`config.mk`:
```
export PLATFORM = sky130hd
export DESIGN_NAME = rmq_root4
export DESIGN_NICKNAME = d
export VERILOG_FILES = /design/src/rtl/core/rmq_pkg.sv /design/src/rtl/core/rmq_root4.sv
export SDC_FILE = /design/constraint.sdc
export NUM_CORES = 2
export LEC_CHECK = 0
export ABC_AREA = 0
export BUFFER_PORTS_ARGS = -buffer_cell sky130_fd_sc_hd__buf_4
export CORE_ASPECT_RATIO = 1.2
export CORE_MARGIN = 1.5
export CORE_UTILIZATION = 55
export DETAILED_ROUTE_END_ITERATION = 8
export GPL_TIMING_DRIVEN = 0
export HOLD_SLACK_MARGIN = 0.06
export PLACE_DENSITY = 0.72
export RECOVER_POWER = 100
export REMOVE_ABC_BUFFERS = 1
export SYNTH_ARGS = -nofsm -noshare
export SYNTH_HDL_FRONTEND = slang
export SYNTH_MEMORY_MAX_BITS = 65536
export SYNTH_SLANG_ARGS = --single-unit
```
`constraint.sdc`:
```
create_clock -name clk -period 2.9 [get_ports clk]
set_input_delay 0.29 -clock clk [delete_from_list [all_inputs] [get_ports clk]]
set_output_delay 0.29 -clock clk [all_outputs]
set_load 0.05 [all_outputs]
```
`src/rtl/core/rmq_pkg.sv`:
```
`timescale 1ns / 1ps
`default_nettype none

package rmq_pkg;

    localparam int FRAC_BITS_DEF = 16;
    localparam int IN_W          = 18;
    localparam int W_W           = 17;
    localparam int Q_W           = 18;
    localparam int LANES         = 4;

    localparam int LANE_W = 0;
    localparam int LANE_X = 1;
    localparam int LANE_Y = 2;
    localparam int LANE_Z = 3;

    localparam logic [W_W-1:0] MAG_MAX = '1;

    typedef struct packed {
        logic x_pos;
        logic x_neg;
        logic y_pos;
        logic y_neg;
        logic z_pos;
        logic z_neg;
    } rmq_sign_t;

    // signed width of one +/- three matrix entries
    function automatic int sum_w(input int f);
        return ((f > 19) ? f : 19) + 2;
    endfunction

    // bits of the integer root of |sum| * 2^(f-2)
    function automatic int root_w(input int f);
        return ((sum_w(f) - 1) + (f - 2) + 1) >> 1;
    endfunction

endpackage

`default_nettype wire

```
`src/rtl/core/rmq_root4.sv`:
```
`timescale 1ns / 1ps
`default_nettype none

module rmq_root4 #(
    parameter int FRAC_BITS = rmq_pkg::FRAC_BITS_DEF
) (
    input  logic                  clk,
    input  logic                  rst_n,
    input  logic                  in_valid,
    input  logic [2*rmq_pkg::root_w(FRAC_BITS)-1:0] in_rad [rmq_pkg::LANES],
    input  rmq_pkg::rmq_sign_t    in_sign,
    output logic                  out_valid,
    output logic [rmq_pkg::root_w(FRAC_BITS):0]     out_root [rmq_pkg::LANES],
    output rmq_pkg::rmq_sign_t    out_sign
);
    import rmq_pkg::*;

    localparam int ROOT_W = root_w(FRAC_BITS);
    localparam int RAD2_W = 2 * ROOT_W;
    localparam int REM_W  = ROOT_W + 2;

    logic              vld_reg  [ROOT_W];
    rmq_sign_t         sign_reg [ROOT_W];
    logic [REM_W-1:0]  rem_reg  [ROOT_W][LANES];
    logic [ROOT_W-1:0] q_reg    [ROOT_W][LANES];
    logic [RAD2_W-1:0] rad_reg  [ROOT_W][LANES];

    logic              done_vld_reg;
    rmq_sign_t         done_sign_reg;
    logic [ROOT_W:0]   root_reg [LANES];

    genvar k, l;
    generate
        for (k = 0; k < ROOT_W; k++) begin : g_stage
            logic      vld_src;
            rmq_sign_t sign_src;

            if (k == 0) begin : g_head
                assign vld_src  = in_valid;
                assign sign_src = in_sign;
            end
            else begin : g_body
                assign vld_src  = vld_reg[k-1];
                assign sign_src = sign_reg[k-1];
            end

            always_ff @(posedge clk or negedge rst_n)
            begin
                if (!rst_n)
                begin
                    vld_reg[k] <= 1'b0;
                end
                else
                begin
                    vld_reg[k] <= vld_src;
                end
            end

            always_ff @(posedge clk)
            begin
                sign_reg[k] <= sign_src;
            end

            for (l = 0; l < LANES; l++) begin : g_lane
                logic [REM_W-1:0]  rem_src;
                logic [ROOT_W-1:0] q_src;
                logic [RAD2_W-1:0] rad_src;
                logic [REM_W-1:0]  cur;
                logic [REM_W-1:0]  trial;
                logic              ge;
                logic [REM_W-1:0]  rem_next;
                logic [ROOT_W-1:0] q_next;
                logic [RAD2_W-1:0] rad_next;

                if (k == 0) begin : g_head
                    assign rem_src = '0;
                    assign q_src   = '0;
                    assign rad_src = in_rad[l];
                end
                else begin : g_body
                    assign rem_src = rem_reg[k-1][l];
                    assign q_src   = q_reg[k-1][l];
                    assign rad_src = rad_reg[k-1][l];
                end

                // bring down two radicand bits, try q:01
                assign cur      = {rem_src[REM_W-3:0], rad_src[RAD2_W-1 -: 2]};
                assign trial    = {q_src, 2'b01};
                assign ge       = (cur >= trial);
                assign rem_next = ge ? (cur - trial) : cur;
                assign q_next   = {q_src[ROOT_W-2:0], ge};
                assign rad_next = {rad_src[RAD2_W-3:0], 2'b00};

                always_ff @(posedge clk)
                begin
                    rem_reg[k][l] <= rem_next;
                    q_reg[k][l]   <= q_next;
                    rad_reg[k][l] <= rad_next;
                end
            end
        end

        for (l = 0; l < LANES; l++) begin : g_round
            logic [ROOT_W:0] root_next;

            // round up when the remainder exceeds the root
            assign root_next = (ROOT_W+1)'(q_reg[ROOT_W-1][l])
                + (ROOT_W+1)'(rem_reg[ROOT_W-1][l] > REM_W'(q_reg[ROOT_W-1][l]));

            always_ff @(posedge clk)
            begin
                root_reg[l] <= root_next;
            end

            assign out_root[l] = root_reg[l];
        end
    endgenerate

    always_ff @(posedge clk or negedge rst_n)
    begin
        if (!rst_n)
        begin
            done_vld_reg <= 1'b0;
        end
        else
        begin
            done_vld_reg <= vld_reg[ROOT_W-1];
        end
    end

    always_ff @(posedge clk)
    begin
        done_sign_reg <= sign_reg[ROOT_W-1];
    end

    assign out_valid = done_vld_reg;
    assign out_sign  = done_sign_reg;

    a_vld_from_in : assert property (@(posedge clk) disable iff (!rst_n)
        out_valid |-> $past(in_valid, ROOT_W + 1))
        else $error("root word without an input word");

    a_in_to_vld : assert property (@(posedge clk) disable iff (!rst_n)
        in_valid |-> ##(ROOT_W + 1) out_valid)
        else $error("input word lost in root pipeline");

    generate
        for (l = 0; l < LANES; l++) begin : g_chk
            a_rem_bound : assert property (@(posedge clk) disable iff (!rst_n)
                vld_reg[ROOT_W-1] |->
                    rem_reg[ROOT_W-1][l] <= REM_W'({q_reg[ROOT_W-1][l], 1'b0}))
                else $error("root remainder above twice the root");
        end
    endgenerate

endmodule

`default_nettype wire

```
* After elaboration in Yosys (flattened, before gate mapping)
Memories as Yosys holds them, arrays and structs flattened. A register that Yosys moved wholly into a read port is not among the register bits.
Cells that the tools add are included.
** Storage, ports and cells
- Register bits after elaboration :: 18
- RAM bits :: 4798
- Input bits :: 145
- Output and inout port bits :: 79
- Memories kept :: 5
** Operators by class
- Add/sub/neg operators :: 72
- $lt $le $gt $ge :: 72
- Multiplexer cells :: 68
** Memories
- rad_reg :: words 17, bits a word 128, rd ports 16, clocked after Yosys merged registers in 0, wr ports 17, RTL line rmq_root4.sv:26 : logic [RAD2_W-1:0] rad_reg [ROOT_W][LANES];
- rem_reg :: words 17, bits a word 76, rd ports 17, clocked after Yosys merged registers in 0, wr ports 17, RTL line rmq_root4.sv:24 : logic [REM_W-1:0] rem_reg [ROOT_W][LANES];
- q_reg :: words 17, bits a word 68, rd ports 17, clocked after Yosys merged registers in 0, wr ports 17, RTL line rmq_root4.sv:25 : logic [ROOT_W-1:0] q_reg [ROOT_W][LANES];
- sign_reg :: words 17, bits a word 6, rd ports 17, clocked after Yosys merged registers in 1, wr ports 17, RTL line rmq_root4.sv:23 : rmq_sign_t sign_reg [ROOT_W];
- root_reg :: words 4, bits a word 18, rd ports 4, clocked after Yosys merged registers in 0, wr ports 4, RTL line rmq_root4.sv:30 : logic [ROOT_W:0] root_reg [LANES];
** Operators by type and width (count)
- $mux W19 :: 68
- $ge A19 B19 Y1 :: 64
- $sub A19 B19 Y19 :: 64
- $gt A19 B17 Y1 :: 4
- $add A17 B1 Y18 :: 4
- $sub A2 B1 Y3 const B :: 4
- $ge A2 B1 Y1 const B :: 4

* Depth between registers and ports, before layout
An unclocked memory read counts as a cell.
- Word-level depth :: 3
- Depth in mapped cells :: 17
- Depth with buffers taken out :: 17

* Least setup slack after synthesis
Ideal clock, no wire load.
- Path kind :: reg2reg
- From :: memory q_reg[11][19] in the netlist's numbering
- To :: memory rem_reg[12][22] in the netlist's numbering
- Arrival time :: 2769 ps
- Slack :: 10 ps
- Cell stages (with the launch flop) :: 10
- Buffers on the path :: 0
- Period minus slack after synthesis :: 2890 ps
- Cell sequence :: dfxtp_1 > inv_1 > ha_1 > or3_1 > o221ai_2 > o211ai_1 > a221o_1 > a2111o_1 > nor3_4 > mux2_2
** RTL lines (RTL line)
- from (decl) :: rmq_root4.sv:25
- to (decl) :: rmq_root4.sv:24

==> results.py <==
metrics = {
    "cts": {
        "cts.sinks": 2990,
        "cts_max_path_buffers": 4,
        "cts.htree.levels": 5,
        "worstSkewPairLatency_ns": 0.94,
        "cts_tree": "built",
        "cts-root-buf": "clkbuf_16",
        "clk_pin_slew_ns": 0.06,
        "cts_buffers": 297,
    },
    "run_status": {
        "outcome": "finished with violations",
        "violations": "negative setup slack",
    },
    "place": {
        "hpwlAfterDp_um": 148300,
        "place_area_mm2": 0.1118,
        "placedCellCount": 12970,
        "gp_congestion": 0.9476,
        "place_ws_ns": -0.8087,
        "numPortBuffers": 223,
    },
    "grt": {
        "first_global_vias": 72090,
        "grt_max_degree": 32,
        "grt_pass1_wl_um": 339200,
        "grt_antenna_before_repair": 10,
        "grt_usage": 0.2069,
        "gr-total-overflow": 0,
    },
    "sta": {
        "skew_ns": 0.05521,
        "maxSlewViolCount": 0,
        "rsz0062_at_grt": "yes",
        "setup_slack_ns": -0.05911,
        "hold_viol_final": 0,
        "worst_pin_slew_ns": 1.000,
        "whs_ns": 0.2831,
        "fin_crit_ns": 2.959,
        "finalCritPeriodShare": 1.020,
        "maxSlewHeadroom": 0.3333,
        "setup_violations": 13,
        "fmax_ghz": 0.3379,
    },
    "worst_setup_path": {
        "path_class": "reg -> reg",
        "crit_top_cell": "o21ai_2",
        "arrival_ns": 3.73,
        "rrSetupSlack_ns": -0.06,
        "path_buf_inv": 2,
        "start_kind": "flop",
        "cp_top_family": "compound AO/OA/AOI/OAI gates",
        "end_kind": "flop",
        "required_ns": 3.67,
        "path_max_fanout": 21,
        "slowest_delay_ns": 0.61,
        "critPathSlowestCell": "dfxtp_1",
        "crit_chain": "inv_1, ha_1, or3_1, o22ai_2, o21ai_2, a31oi_2, o2bb2ai_1, o21ai_2, buf_12, mux2_2",
    },
    "final_layout": {
        "syn_to_final_growth_pct": 18.12,
        "largest_reg_flops": 1092,
        "drive_gt1_frac": 0.1026,
        "fin_cells": 13880,
        "nNetsFinal": 11980,
        "fill_cells": 14790,
        "final_cell_area_mm2": 0.1266,
    },
    "routing": {
        "drt_iter0_drc": 3454,
        "vias_per_cell": 5.156,
        "drtAntennaViolNets": 0,
        "wirelength_um": 211000,
        "vias": 71540,
        "wire_per_inst_um": 15.21,
        "dr.pass1.iters": 6,
        "drc": 0,
    },
    "floorplanning": {
        "die_w_um": 406,
        "dieHeight_um": 486.6,
        "coreArea_mm2": 0.1938,
        "dieArea_mm2": 0.1976,
        "io_pins": 224,
        "initial_core_util": 0.5531,
        "rows": 177,
    },
    "synth": {
        "synth_cells": 10280,
        "synth_area_mm2": 0.1072,
        "synth_warnings": 0,
        "synthTopCellsByArea": "dfxtp_1 56%, ha_1 8.9%, xnor2_1 3.9%",
        "synth_top_area_share": 0.5551,
        "postSynthAreaPerCell_um2": 10.43,
        "synth-seq-area-share": 0.5593,
        "synth_edf_count": 0,
        "ys_ff_latch": 2990,
        "async_flop_share": 0.006020,
        "synth_top_cell_by_area": "dfxtp_1",
        "synth_cell_types": 87,
        "ys.flop_type": "dfxtp_1",
    },
    "pwr": {
        "pwr-share-comb": 0.256,
        "sw_frac_of_total": 0.3018,
        "internal_power_mw": 86.50,
        "seqPwrFrac": 0.439,
        "leakage_nw": 59.70,
        "vdd_drop_max_mv": 0.6608,
        "p_switching_mw": 37.38,
        "p_per_area_mw_per_mm2": 978.4,
        "p_clk_frac": 0.305,
    },
    "flow_run": {
        "cap_violations": 0,
    },
    "min_path": {
        "hp-class": "reg -> reg",
    },
}
-- worst paths after layout --
check / startpoint / depth (start not counted) / end
worst max-delay path: q_reg[10][19]$_DFF_P_ / 10 / rem_reg[11][23]$_DFF_P_
worst min-delay path: rad_reg[3][24]$_DFF_P_ / 0 / rad_reg[4][26]$_DFF_P_
worst max register to register: q_reg[10][19]$_DFF_P_ / 10 / rem_reg[11][23]$_DFF_P_
worst min register to register: rad_reg[3][24]$_DFF_P_ / 0 / rad_reg[4][26]$_DFF_P_
max in group asynchronous: rst_n / 3 / out_valid$_DFF_PN0_
min in group asynchronous: rst_n / 3 / vld_reg[0]$_DFF_PN0_
-- cell families after synthesis --
logic type               synth area share
XOR/XNOR                          0.06978
AND/OR/NAND/NOR                    0.1153
flip-flops                         0.5593
other                          0.00003498
adder cells (fa/ha/maj)           0.08918
AO/OA/AOI/OAI                      0.1113
multiplexers                      0.01771
buffers and inverters             0.03746
-- timing repair --
action	CTS	global route
pin swaps	41	74
endpoints found under the setup margin	472	347
hold buffers	290	0
buffers inserted	42	53
cloned	7	7
hold endpoints to repair	165	0
gates resized for setup	184	190
-- stage by stage --
| step | setup TNS (ns) | total power, mW | utilization |
|---|---|---|---|
| 6_report | -0.3828 | 123.9 | 0.6534 |
| 5_1_grt | -8.022 | 130.7 | 0.6534 |
| 4_1_cts | -0.1878 | 123.7 | 0.6490 |
| 3_5_place_dp | -116.42 | 84.20 | 0.5771 |
| 3_3_place_gp | -311.79 | 83.10 | 0.5757 |
| 2_1_floorplan | -37.46 | 76.47 | - |
-- layer usage --
layer / vias up / global-route usage / share of wire
met4: 0 / 0.1067 / 0.048
met1: 33020 / 0.2288 / 0.41
met5: - / 0 / 0
met2: 1477 / 0.3787 / 0.50
met3: 536 / 0.03302 / 0.036
li1: 36500 / - / -
-- cells in the mapped netlist (18+ instances only) --
library cell / count
clkbuf_1: 128
or2_2: 44
inv_1: 918
nand4_1: 104
o41ai_1: 22
nor4_1: 118
o31ai_1: 69
nand2b_1: 143
nand2_1: 582
mux2_2: 149
ha_1: 764
nor3_1: 236
a31oi_1: 46
xor2_1: 371
nand3_1: 149
dfrtp_1: 18
a21o_1: 198
nor3b_1: 27
a21oi_1: 572
o21bai_1: 37
or4_1: 43
nor2_1: 698
a211oi_1: 49
or3_1: 103
dfxtp_1: 2972
a21boi_0: 25
o21ai_0: 499
o22ai_1: 18
and2_1: 33
nor2b_1: 122
mux2i_1: 22
o21a_1: 147
and3_1: 50
xnor2_1: 483
o211ai_1: 42
-- layout make-up --
type,instances,area [um2],area share
clock buffers,408,8556,0.06757
clock inverters,95,1212,0.009575
multi-input cells,6238,44930,0.3549
diodes,6,15.01,0.0001186
flip-flops and latches,2990,59990,0.4738
well taps,2595,3247,0.02564
repair buffers,623,5213,0.04117
inverters,920,3453,0.02727
-- power by group through the flow --
stage,clock network [mW],registers (mW),logic [mW]
finish,37.8,54.4,31.7
global route,40.5,55.2,35.0
CTS,38.7,54.3,30.7
detailed placement,0,55.1,29.1
global placement,0,54.9,28.2
floorplan,0,54.9,21.5
-- worst reg2reg max path, cell delays in order (launching register included) --
cell and delay (ns):
dfxtp_1 0.61, inv_1 0.09, ha_1 0.25, or3_1 0.39, o22ai_2 0.21, o21ai_2 0.10
a31oi_2 0.24, o2bb2ai_1 0.24, o21ai_2 0.16, buf_12 0.19, mux2_2 0.38
-- layout by cell type, fill, tap and decap left out, types with 45 or more instances in the layout --
cell,n
o21ai_0,476
xnor2_1,477
or3_1,98
nand3_1,143
mux2_2,148
o21a_1,147
o31ai_1,57
xor2_1,371
nor2_1,691
dlygate4sd3_1,290
a211oi_1,45
clkbuf_1,141
nand2_1,576
clkinv_2,45
nand2b_1,141
clkbuf_4,132
dfxtp_1,2951
a21o_1,197
nor2b_1,118
ha_1,736
nand4_1,105
clkbuf_16,302
buf_4,81
nor3_1,225
inv_1,912
nor4_1,107
clkbuf_8,60
a21oi_1,554
and3_1,45
No activity file was read; power rests on OpenSTA's default activity.
